$ cat config.mk
export PLATFORM = sky130hd
export DESIGN_NAME = ordered_list_engine_core
export DESIGN_NICKNAME = d
export VERILOG_FILES = /design/src/design/ole_pkg.sv /design/src/design/ole_dpath.sv /design/src/design/ole_ctrl.sv /design/src/design/ordered_list_engine_core.sv
export SDC_FILE = /design/constraint.sdc
export NUM_CORES = 1
export LEC_CHECK = 0
export BUFFER_PORTS_ARGS = -buffer_cell sky130_fd_sc_hd__buf_2
export CORE_MARGIN = 2
export CORE_UTILIZATION = 40
export DETAILED_ROUTE_END_ITERATION = 12
export MAX_ROUTING_LAYER = met4
export PLACE_DENSITY = 0.55
export SYNTH_ARGS = -nofsm -noshare
export SYNTH_HDL_FRONTEND = slang
export SYNTH_SLANG_ARGS = --single-unit
$ cat constraint.sdc
create_clock -name aclk -period 8.6 [get_ports aclk]
set_clock_uncertainty 0.2 [all_clocks]
set_input_delay 0.43 -clock aclk [delete_from_list [all_inputs] [get_ports aclk]]
set_output_delay 0.43 -clock aclk [all_outputs]
set_load 0.01 [all_outputs]
$ cat src/design/ole_pkg.sv
// Shared types and constants for the ordered list engine.
// Holds the request/result structs, opcodes, controller states and micro-ops.
// No dependencies.
package ole_pkg;

    localparam int CAPACITY = 16;
    localparam int ADDR_W   = $clog2(CAPACITY);
    localparam int CNT_W    = $clog2(CAPACITY + 1);
    localparam int OP_W     = 3;
    localparam int POS_W    = 5;
    localparam int VAL_W    = 32;
    localparam int LEN_W    = 5;
    localparam int WIDE_W   = ((CNT_W > POS_W) ? CNT_W : POS_W) + 1;

    localparam logic [OP_W-1:0] OP_INSERT  = 3'd0;
    localparam logic [OP_W-1:0] OP_DELETE  = 3'd1;
    localparam logic [OP_W-1:0] OP_GET     = 3'd2;
    localparam logic [OP_W-1:0] OP_FIND    = 3'd3;
    localparam logic [OP_W-1:0] OP_REVERSE = 3'd4;

    typedef struct packed {
        logic [OP_W-1:0]         opcode;
        logic [POS_W-1:0]        position;
        logic signed [VAL_W-1:0] item_value;
    } in_item_t;

    typedef struct packed {
        logic                    ok;
        logic signed [VAL_W-1:0] read_value;
        logic [POS_W-1:0]        found_position;
        logic [LEN_W-1:0]        length;
    } out_item_t;

    typedef enum logic [3:0] {
        ST_IDLE,
        ST_DECODE,
        ST_MOVE,
        ST_DRAIN,
        ST_PUT,
        ST_GET,
        ST_FIND,
        ST_REV_RD_HI,
        ST_REV_WR_LO,
        ST_REV_WR_HI,
        ST_RESULT
    } ctrl_state_t;

    typedef enum logic [3:0] {
        DP_NOP,
        DP_LOAD,
        DP_MOVE,
        DP_INS_PUT,
        DP_DEL_DONE,
        DP_GET_RD,
        DP_GET_CAP,
        DP_FIND,
        DP_FIND_HIT,
        DP_FIND_MISS,
        DP_REV_RD_LO,
        DP_REV_RD_HI,
        DP_REV_WR_LO,
        DP_REV_WR_HI,
        DP_SET_OK
    } dp_op_t;

    typedef struct packed {
        dp_op_t op;
        logic   publish;
    } dp_cmd_t;

    typedef struct packed {
        logic [OP_W-1:0] opcode;
        logic            ins_legal;
        logic            pos_legal;
        logic            ins_nomove;
        logic            del_nomove;
        logic            rev_legal;
        logic            move_last;
        logic            rev_more;
        logic            find_hit;
        logic            find_more;
    } dp_stat_t;

endpackage

$ cat src/design/ole_dpath.sv
// Datapath of the ordered list engine: entry memory, count, pointers, result register.
// Executes one micro-op per cycle from ole_ctrl and reports status back.
// Depends on ole_pkg.
module ole_dpath (
    input  logic               aclk,
    input  logic               aresetn,
    input  ole_pkg::in_item_t  s_item,
    input  ole_pkg::dp_cmd_t   cmd,
    output ole_pkg::dp_stat_t  stat,
    output ole_pkg::out_item_t m_item
);

    logic [ole_pkg::VAL_W-1:0]  mem_array [ole_pkg::CAPACITY];

    logic [ole_pkg::OP_W-1:0]   op_reg;
    logic [ole_pkg::POS_W-1:0]  pos_reg;
    logic [ole_pkg::VAL_W-1:0]  val_reg;
    logic [ole_pkg::CNT_W-1:0]  count_reg;
    logic [ole_pkg::CNT_W-1:0]  count_next;
    logic [ole_pkg::CNT_W-1:0]  a_reg;
    logic [ole_pkg::CNT_W-1:0]  b_reg;
    logic [ole_pkg::CNT_W-1:0]  cmp_idx_reg;
    logic [ole_pkg::VAL_W-1:0]  temp_reg;
    logic [ole_pkg::VAL_W-1:0]  rdata_reg;
    logic [ole_pkg::ADDR_W-1:0] dst_pipe_reg;
    logic                       mv_pend_reg;
    logic                       cmp_pend_reg;
    logic                       res_ok_reg;
    logic [ole_pkg::VAL_W-1:0]  res_rd_reg;
    logic [ole_pkg::POS_W-1:0]  res_fpos_reg;
    ole_pkg::out_item_t         out_reg;

    logic [ole_pkg::WIDE_W-1:0] pos_w;
    logic [ole_pkg::WIDE_W-1:0] cnt_w;
    logic [ole_pkg::WIDE_W-1:0] pos_m1;
    logic [ole_pkg::WIDE_W-1:0] hit_w;
    logic [ole_pkg::WIDE_W-1:0] miss_w;
    logic [ole_pkg::CNT_W-1:0]  a_inc;
    logic [ole_pkg::CNT_W-1:0]  in_pos;
    logic [ole_pkg::CNT_W-1:0]  load_a;
    logic [ole_pkg::CNT_W-1:0]  load_b;

    logic                       rd_en;
    logic [ole_pkg::ADDR_W-1:0] rd_addr;
    logic                       wr_en;
    logic [ole_pkg::ADDR_W-1:0] wr_addr;
    logic [ole_pkg::VAL_W-1:0]  wr_data;

    assign pos_w  = ole_pkg::WIDE_W'(pos_reg);
    assign cnt_w  = ole_pkg::WIDE_W'(count_reg);
    assign pos_m1 = pos_w - ole_pkg::WIDE_W'(1);
    assign hit_w  = ole_pkg::WIDE_W'(cmp_idx_reg) + ole_pkg::WIDE_W'(1);
    assign miss_w = cnt_w + ole_pkg::WIDE_W'(1);
    assign a_inc  = a_reg + ole_pkg::CNT_W'(1);
    assign in_pos = ole_pkg::CNT_W'(s_item.position);

    always_comb begin
        stat.opcode     = op_reg;
        stat.ins_legal  = (cnt_w < ole_pkg::WIDE_W'(ole_pkg::CAPACITY)) &&
                          (pos_w != '0) && (pos_w <= miss_w);
        stat.pos_legal  = (pos_w != '0) && (pos_w <= cnt_w);
        stat.ins_nomove = (pos_w == miss_w);
        stat.del_nomove = (pos_w == cnt_w);
        stat.rev_legal  = (cnt_w >= ole_pkg::WIDE_W'(2));
        stat.move_last  = (op_reg == ole_pkg::OP_INSERT) ?
                          (b_reg == ole_pkg::CNT_W'(pos_reg)) :
                          (a_reg == count_reg - ole_pkg::CNT_W'(1));
        stat.rev_more   = (ole_pkg::WIDE_W'(a_reg) + ole_pkg::WIDE_W'(2)) <
                          ole_pkg::WIDE_W'(b_reg);
        stat.find_hit   = cmp_pend_reg && (rdata_reg == val_reg);
        stat.find_more  = (a_reg < count_reg);
    end

    // pointer setup: a = source / low end, b = destination / high end
    always_comb begin
        load_a = '0;
        load_b = '0;
        unique case (s_item.opcode)
            ole_pkg::OP_INSERT: begin
                load_a = count_reg - ole_pkg::CNT_W'(1);
                load_b = count_reg;
            end
            ole_pkg::OP_DELETE: begin
                load_a = in_pos;
                load_b = in_pos - ole_pkg::CNT_W'(1);
            end
            ole_pkg::OP_GET: begin
                load_a = in_pos - ole_pkg::CNT_W'(1);
            end
            ole_pkg::OP_REVERSE: begin
                load_b = count_reg - ole_pkg::CNT_W'(1);
            end
            default: begin
            end
        endcase
    end

    always_comb begin
        rd_en   = 1'b0;
        rd_addr = a_reg[ole_pkg::ADDR_W-1:0];
        wr_en   = mv_pend_reg;
        wr_addr = dst_pipe_reg;
        wr_data = rdata_reg;
        unique case (cmd.op) inside
            ole_pkg::DP_MOVE, ole_pkg::DP_FIND, ole_pkg::DP_GET_RD,
            ole_pkg::DP_REV_RD_LO: begin
                rd_en = 1'b1;
            end
            ole_pkg::DP_REV_RD_HI: begin
                rd_en   = 1'b1;
                rd_addr = b_reg[ole_pkg::ADDR_W-1:0];
            end
            ole_pkg::DP_REV_WR_LO: begin
                wr_en   = 1'b1;
                wr_addr = a_reg[ole_pkg::ADDR_W-1:0];
            end
            ole_pkg::DP_REV_WR_HI: begin
                rd_en   = 1'b1;
                rd_addr = a_inc[ole_pkg::ADDR_W-1:0];
                wr_en   = 1'b1;
                wr_addr = b_reg[ole_pkg::ADDR_W-1:0];
                wr_data = temp_reg;
            end
            ole_pkg::DP_INS_PUT: begin
                wr_en   = 1'b1;
                wr_addr = pos_m1[ole_pkg::ADDR_W-1:0];
                wr_data = val_reg;
            end
            default: begin
            end
        endcase
    end

    always_ff @(posedge aclk) begin
        if (wr_en) begin
            mem_array[wr_addr] <= wr_data;
        end
        if (rd_en) begin
            rdata_reg <= mem_array[rd_addr];
        end
    end

    always_comb begin
        count_next = count_reg;
        if (cmd.op == ole_pkg::DP_INS_PUT) begin
            count_next = count_reg + ole_pkg::CNT_W'(1);
        end else if (cmd.op == ole_pkg::DP_DEL_DONE) begin
            count_next = count_reg - ole_pkg::CNT_W'(1);
        end
    end

    always_ff @(posedge aclk) begin
        if (!aresetn) begin
            count_reg    <= '0;
            mv_pend_reg  <= 1'b0;
            cmp_pend_reg <= 1'b0;
        end else begin
            count_reg    <= count_next;
            mv_pend_reg  <= (cmd.op == ole_pkg::DP_MOVE);
            cmp_pend_reg <= (cmd.op == ole_pkg::DP_FIND);
        end
    end

    always_ff @(posedge aclk) begin
        unique case (cmd.op) inside
            ole_pkg::DP_LOAD: begin
                op_reg       <= s_item.opcode;
                pos_reg      <= s_item.position;
                val_reg      <= s_item.item_value;
                a_reg        <= load_a;
                b_reg        <= load_b;
                res_ok_reg   <= 1'b0;
                res_rd_reg   <= '0;
                res_fpos_reg <= '0;
            end
            ole_pkg::DP_MOVE: begin
                dst_pipe_reg <= b_reg[ole_pkg::ADDR_W-1:0];
                if (op_reg == ole_pkg::OP_INSERT) begin
                    a_reg <= a_reg - ole_pkg::CNT_W'(1);
                    b_reg <= b_reg - ole_pkg::CNT_W'(1);
                end else begin
                    a_reg <= a_inc;
                    b_reg <= b_reg + ole_pkg::CNT_W'(1);
                end
            end
            ole_pkg::DP_INS_PUT, ole_pkg::DP_DEL_DONE, ole_pkg::DP_SET_OK: begin
                res_ok_reg <= 1'b1;
            end
            ole_pkg::DP_GET_CAP: begin
                res_ok_reg <= 1'b1;
                res_rd_reg <= rdata_reg;
            end
            ole_pkg::DP_FIND: begin
                cmp_idx_reg <= a_reg;
                a_reg       <= a_inc;
            end
            ole_pkg::DP_FIND_HIT: begin
                res_ok_reg   <= 1'b1;
                res_fpos_reg <= hit_w[ole_pkg::POS_W-1:0];
            end
            ole_pkg::DP_FIND_MISS: begin
                res_fpos_reg <= miss_w[ole_pkg::POS_W-1:0];
            end
            ole_pkg::DP_REV_RD_HI: begin
                temp_reg <= rdata_reg;
            end
            ole_pkg::DP_REV_WR_HI: begin
                res_ok_reg <= 1'b1;
                a_reg      <= a_inc;
                b_reg      <= b_reg - ole_pkg::CNT_W'(1);
            end
            default: begin
            end
        endcase
        if (cmd.publish) begin
            out_reg.ok             <= res_ok_reg;
            out_reg.read_value     <= $signed(res_rd_reg);
            out_reg.found_position <= res_fpos_reg;
            out_reg.length         <= cnt_w[ole_pkg::LEN_W-1:0];
        end
    end

    assign m_item = out_reg;

`ifndef NO_ASSERTIONS
    a_count_bound: assert property (@(posedge aclk) disable iff (!aresetn)
        count_reg <= ole_pkg::CNT_W'(ole_pkg::CAPACITY))
        else $error("entry count above capacity");
    a_put_room: assert property (@(posedge aclk) disable iff (!aresetn)
        (cmd.op == ole_pkg::DP_INS_PUT) |-> (count_reg < ole_pkg::CNT_W'(ole_pkg::CAPACITY)))
        else $error("insert write into full list");
    a_wport_free: assert property (@(posedge aclk) disable iff (!aresetn)
        mv_pend_reg |-> (cmd.op == ole_pkg::DP_MOVE || cmd.op == ole_pkg::DP_NOP ||
                         cmd.op == ole_pkg::DP_DEL_DONE))
        else $error("write port clash with pending move");
`endif

endmodule

$ cat src/design/ole_ctrl.sv
// Controller of the ordered list engine: sequences micro-ops per request.
// Owns the request/result handshakes; talks to ole_dpath through dp_cmd_t/dp_stat_t.
// Depends on ole_pkg.
module ole_ctrl (
    input  logic              aclk,
    input  logic              aresetn,
    input  logic              s_valid,
    output logic              s_ready,
    output logic              m_valid,
    input  logic              m_ready,
    input  ole_pkg::dp_stat_t stat,
    output ole_pkg::dp_cmd_t  cmd
);

    ole_pkg::ctrl_state_t state_reg;
    ole_pkg::ctrl_state_t state_next;
    logic                 m_valid_reg;
    logic                 m_valid_next;
    logic                 out_free;

    assign out_free = !m_valid_reg || m_ready;

    always_comb begin
        state_next = state_reg;
        unique case (state_reg)
            ole_pkg::ST_IDLE: begin
                if (s_valid) begin
                    state_next = ole_pkg::ST_DECODE;
                end
            end
            ole_pkg::ST_DECODE: begin
                state_next = ole_pkg::ST_RESULT;
                unique case (stat.opcode)
                    ole_pkg::OP_INSERT: begin
                        if (stat.ins_legal && !stat.ins_nomove) begin
                            state_next = ole_pkg::ST_MOVE;
                        end
                    end
                    ole_pkg::OP_DELETE: begin
                        if (stat.pos_legal && !stat.del_nomove) begin
                            state_next = ole_pkg::ST_MOVE;
                        end
                    end
                    ole_pkg::OP_GET: begin
                        if (stat.pos_legal) begin
                            state_next = ole_pkg::ST_GET;
                        end
                    end
                    ole_pkg::OP_FIND: begin
                        state_next = ole_pkg::ST_FIND;
                    end
                    ole_pkg::OP_REVERSE: begin
                        if (stat.rev_legal) begin
                            state_next = ole_pkg::ST_REV_RD_HI;
                        end
                    end
                    default: begin
                    end
                endcase
            end
            ole_pkg::ST_MOVE: begin
                if (stat.move_last) begin
                    state_next = ole_pkg::ST_DRAIN;
                end
            end
            ole_pkg::ST_DRAIN: begin
                state_next = (stat.opcode == ole_pkg::OP_INSERT) ?
                             ole_pkg::ST_PUT : ole_pkg::ST_RESULT;
            end
            ole_pkg::ST_PUT: begin
                state_next = ole_pkg::ST_RESULT;
            end
            ole_pkg::ST_GET: begin
                state_next = ole_pkg::ST_RESULT;
            end
            ole_pkg::ST_FIND: begin
                if (stat.find_hit || !stat.find_more) begin
                    state_next = ole_pkg::ST_RESULT;
                end
            end
            ole_pkg::ST_REV_RD_HI: begin
                state_next = ole_pkg::ST_REV_WR_LO;
            end
            ole_pkg::ST_REV_WR_LO: begin
                state_next = ole_pkg::ST_REV_WR_HI;
            end
            ole_pkg::ST_REV_WR_HI: begin
                state_next = stat.rev_more ? ole_pkg::ST_REV_RD_HI : ole_pkg::ST_RESULT;
            end
            ole_pkg::ST_RESULT: begin
                if (out_free) begin
                    state_next = ole_pkg::ST_IDLE;
                end
            end
            default: begin
                state_next = ole_pkg::ST_IDLE;
            end
        endcase
    end

    always_comb begin
        cmd.op      = ole_pkg::DP_NOP;
        cmd.publish = 1'b0;
        s_ready     = 1'b0;
        unique case (state_reg)
            ole_pkg::ST_IDLE: begin
                s_ready = 1'b1;
                if (s_valid) begin
                    cmd.op = ole_pkg::DP_LOAD;
                end
            end
            ole_pkg::ST_DECODE: begin
                unique case (stat.opcode)
                    ole_pkg::OP_INSERT: begin
                        if (stat.ins_legal && stat.ins_nomove) begin
                            cmd.op = ole_pkg::DP_INS_PUT;
                        end
                    end
                    ole_pkg::OP_DELETE: begin
                        if (stat.pos_legal && stat.del_nomove) begin
                            cmd.op = ole_pkg::DP_DEL_DONE;
                        end
                    end
                    ole_pkg::OP_GET: begin
                        if (stat.pos_legal) begin
                            cmd.op = ole_pkg::DP_GET_RD;
                        end
                    end
                    ole_pkg::OP_REVERSE: begin
                        cmd.op = stat.rev_legal ? ole_pkg::DP_REV_RD_LO : ole_pkg::DP_SET_OK;
                    end
                    default: begin
                    end
                endcase
            end
            ole_pkg::ST_MOVE: begin
                cmd.op = ole_pkg::DP_MOVE;
            end
            ole_pkg::ST_DRAIN: begin
                if (stat.opcode == ole_pkg::OP_DELETE) begin
                    cmd.op = ole_pkg::DP_DEL_DONE;
                end
            end
            ole_pkg::ST_PUT: begin
                cmd.op = ole_pkg::DP_INS_PUT;
            end
            ole_pkg::ST_GET: begin
                cmd.op = ole_pkg::DP_GET_CAP;
            end
            ole_pkg::ST_FIND: begin
                if (stat.find_hit) begin
                    cmd.op = ole_pkg::DP_FIND_HIT;
                end else if (stat.find_more) begin
                    cmd.op = ole_pkg::DP_FIND;
                end else begin
                    cmd.op = ole_pkg::DP_FIND_MISS;
                end
            end
            ole_pkg::ST_REV_RD_HI: begin
                cmd.op = ole_pkg::DP_REV_RD_HI;
            end
            ole_pkg::ST_REV_WR_LO: begin
                cmd.op = ole_pkg::DP_REV_WR_LO;
            end
            ole_pkg::ST_REV_WR_HI: begin
                cmd.op = ole_pkg::DP_REV_WR_HI;
            end
            ole_pkg::ST_RESULT: begin
                cmd.publish = out_free;
            end
            default: begin
            end
        endcase
    end

    always_comb begin
        m_valid_next = m_valid_reg;
        if (cmd.publish) begin
            m_valid_next = 1'b1;
        end else if (m_ready) begin
            m_valid_next = 1'b0;
        end
    end

    always_ff @(posedge aclk) begin
        if (!aresetn) begin
            state_reg   <= ole_pkg::ST_IDLE;
            m_valid_reg <= 1'b0;
        end else begin
            state_reg   <= state_next;
            m_valid_reg <= m_valid_next;
        end
    end

    assign m_valid = m_valid_reg;

`ifndef NO_ASSERTIONS
    a_publish_free: assert property (@(posedge aclk) disable iff (!aresetn)
        cmd.publish |-> (!m_valid_reg || m_ready))
        else $error("result overwrites unaccepted result");
    a_one_request: assert property (@(posedge aclk) disable iff (!aresetn)
        (s_valid && s_ready) |=> !s_ready)
        else $error("second request taken while busy");
    a_valid_source: assert property (@(posedge aclk) disable iff (!aresetn)
        $rose(m_valid_reg) |-> ($past(state_reg) == ole_pkg::ST_RESULT))
        else $error("result raised outside result state");
`endif

endmodule

$ cat src/design/ordered_list_engine_core.sv
// Top level of the ordered list engine: bounded ordered list of signed 32-bit values.
// Instantiates ole_ctrl (sequencer) and ole_dpath (entry memory and result register).
// Depends on ole_pkg.
//
//  channel   ports                         payload      direction
//  request   s_valid s_ready s_item        in_item_t    in
//  result    m_valid m_ready m_item        out_item_t   out
//
// One request at a time; the result register lets the next request in while a
// result waits. Insert and delete shift the entries behind the position one at
// a time, find scans from the first entry until a hit, reverse swaps pairs from
// both ends, and failed or unused commands go straight to the result (one memory
// access per port per cycle). Synchronous active-low reset empties the list;
// a stalled result holds the engine in its result state after the next request.
module ordered_list_engine_core (
    input  logic               aclk,
    input  logic               aresetn,
    input  logic               s_valid,
    output logic               s_ready,
    input  ole_pkg::in_item_t  s_item,
    output logic               m_valid,
    input  logic               m_ready,
    output ole_pkg::out_item_t m_item
);

    ole_pkg::dp_cmd_t  cmd;
    ole_pkg::dp_stat_t stat;

    ole_ctrl u_ctrl (
        .aclk    (aclk),
        .aresetn (aresetn),
        .s_valid (s_valid),
        .s_ready (s_ready),
        .m_valid (m_valid),
        .m_ready (m_ready),
        .stat    (stat),
        .cmd     (cmd)
    );

    ole_dpath u_dpath (
        .aclk    (aclk),
        .aresetn (aresetn),
        .s_item  (s_item),
        .cmd     (cmd),
        .stat    (stat),
        .m_item  (m_item)
    );

endmodule

==> impl_metrics.tcl <==
set metrics [dict create \
    rsz0062_at_grt "false" \
    clk_latency_ps 630 \
    p_per_area_mw_per_mm2 372.6 \
    std_cell_rows 101 \
    clkTransAtPathRegs_ps 60 \
    grt_max_degree 197 \
    startpoint_type "register" \
    async_reset_ff_frac 0 \
    ys_ff_latch 728 \
    vdd_drop_max_uv 354.6 \
    post-route-min-period_ps 5466 \
    syn_nets 2300 \
    synth_ff_type "edfxtp_1" \
    netlist_instances 2224 \
    slew_violations 0 \
    core_area_mm2 0.07595 \
    worst_slew_pin_slew_ps 1170 \
    wl_met3_um 5907 \
    cp_max_fo 196 \
    finalCritPeriodShare 0.6356 \
    final_antenna_net_count 0 \
    synth_area_per_cell_um2 13.82 \
    arrival_ps 5610 \
    drt_first_iter_violations 1800 \
    synth_most_common_cell "edfxtp_1" \
    place.gp.congestion 0.9202 \
    synth_top_cell_by_area "edfxtp_1" \
    max_stage_delay_ps 1120 \
    antenna_found_initial 0 \
    syn_area_mm2 0.03074 \
    die_area_mm2 0.07908 \
    hpwl_um 44690 \
    cts_hold_buf 41 \
    seqPwrFrac 0.421 \
    postCtsSetupBuffers 0 \
    wl_per_cell_um 23.33 \
    h-tree-depth 3 \
    hold_viol_final 0 \
    dr_wl_met2_um 36900 \
    final_nets 2402 \
    regMostFlops "u_dpath.mem_array" \
    viasPerCell 5.611 \
    grt_usage 0.2067 \
    cts_buffer_depth 3 \
    status "finished, final reports clean" \
    clock.fmax_mhz 182.9 \
    path_buf_inv 2 \
    synth_enable_flop_cells 716 \
    synth_area_leaders "edfxtp_1 70%, nand2_1 4.5%, a211oi_1 3.9%, a31oi_1 2.1%, and2_1 1.9%" \
    ys_types 86 \
    crit_family "compound AO/OA/AOI/OAI gates" \
    pin_count 89 \
    crit_chain "and4b_2, a22oi_1, o21ai_4, buf_4, buf_12, and2_1, a211oi_1, a311oi_1, a211oi_1, a21oi_1" \
    cp-end-kind "register" \
    p_sw_mw 4.892 \
    yosys-top-cells-count "716 x edfxtp_1, 368 x nand2_1, 161 x a211oi_1" \
    cts-root-buf "clkbuf_16" \
    die_w_um 281.2 \
    swShare 0.3728 \
    first_pass_iters 5 \
    wl_um 79750 \
    final-setup-viol-count 0 \
    wl_met1_um 35710 \
    cts_tree "done" \
    layout-drive-gt1-share 0.1173 \
    portBuffers 88 \
    n_antenna_cell 0 \
    path_class "register to register" \
    cp_slowest_cell "and4b_2" \
    cts_resized 0 \
    fin_util 0.4637 \
    cts.sinks 728 \
    cts_buffers 76 \
    ys_warn_count 0 \
    max_cap_viol_count 0 \
    yosysSeqAreaShare 0.7073 \
    p_int_mw 8.231 \
    p_leak_nw 11.69 \
    crit_path_frequent_cell "a211oi_1" \
    cp.required_ps 8740 \
    initial_core_util 0.4047 \
    gr-total-overflow 0 \
    die_h_um 281.2 \
    hold_class "primary input to register" \
    relSlewSlack 0.2184 \
    vias 19179 \
    share_comb_of_total_power 0.333 \
    area_growth_syn_to_layout_pct 14.56 \
    top_layer "met4" \
    final.setup.tns_ps 0 \
    synth_largest_type_area_fraction 0.6994 \
    drt_drc_violations_left 0 \
    clock_power_share 0.246 \
    grt_pass1_vias 18225 \
    largest_reg_flops 512 \
    grt_pass1_wl_um 117700 \
]
[placed cells by master, fill, tap and decap left out, types with 7 or more instances in the layout]
cell type	instances
a211oi_1	161
a21oi_1	54
a22oi_1	34
a311oi_1	32
a31oi_1	104
and2_0	70
and2_1	91
buf_2	88
buf_4	35
clkbuf_1	12
clkbuf_16	78
clkinv_1	23
clkinv_2	14
dfxtp_1	12
dlygate4sd3_1	41
edfxtp_1	716
ha_1	32
inv_1	31
mux2i_1	40
nand2_1	368
nand2b_1	7
nand3_1	29
nand4_1	10
nor2_1	29
nor2b_1	11
nor3_1	11
nor3_2	17
nor4_1	9
o21ai_0	16
o221ai_1	8
o22ai_1	14
xnor2_1	52
xor2_1	12
[per-layer routing]
metal / vias to the layer above / global-route usage
li1: 8692 / -
met1: 9665 / 0.2912
met2: 739 / 0.3192
met3: 83 / 0.02818
met4: 0 / 0.04774
met5: - / -
[area by class of cell]
type / count / area [µm²]
Clock inverter: 47 / 420.4
Clock buffer: 93 / 2038
Multi-Input combinational cell: 1317 / 8403
Inverter: 35 / 131.4
Sequential cell: 728 / 21740
Timing Repair Buffer: 168 / 1194
Tap cell: 1030 / 1289
Fill cell: 6592 / 40730
[through the flow]
stage / power (mW) / hold WS [ps] / instances / setup WS [ps] / cell area [µm²]
after global routing: 13.82 / 73.57 / 3418 / 2801 / 35220
after global placement: 9.845 / 201.2 / 3237 / 3199 / 32350
after CTS: 13.17 / 36.42 / 3418 / 3129 / 35220
after detailed placement: 9.922 / 204.5 / 3237 / 3156 / 32350
after floorplan: 8.417 / 200.3 / 2224 / 2573 / 30740
final: 13.12 / 73.13 / 3418 / 3134 / 35220
[cells by family after synthesis]
group,count (synthesis),share of synthesized area
AOI/OAI and AO/OA,493,0.1147
xor gates and xnor gates,64,0.01824
adders and majority gates,32,0.01302
buffers and inverters,179,0.02426
DFF,728,0.7073
muxes,43,0.01469
and+or+nand+nor,685,0.1079
[power by group through the flow]
stage / registers [mW] / logic (mW) / clock network [mW]
3_5_place_dp: 5.57 / 4.35 / 0
2_1_floorplan: 5.30 / 3.12 / 0
4_1_cts: 5.50 / 4.38 / 3.29
6_report: 5.52 / 4.37 / 3.23
3_3_place_gp: 5.56 / 4.28 / 0
5_1_grt: 5.56 / 4.83 / 3.44
[path summary, 6_finish.rpt]
path | slack (ps) | end | start | cells past startpoint
worst max-delay path | 3130 | u_dpath.rdata_reg[11] | u_ctrl.state_reg[0] | 10
worst min-delay path | 70 | u_dpath.count_reg[4] | aresetn | 2
worst max register to register | 3130 | u_dpath.rdata_reg[11] | u_ctrl.state_reg[0] | 10
worst min register to register | 210 | u_dpath.m_item[23] | u_dpath.res_rd_reg[13] | 0
No activity file was read; power rests on OpenSTA's default activity.
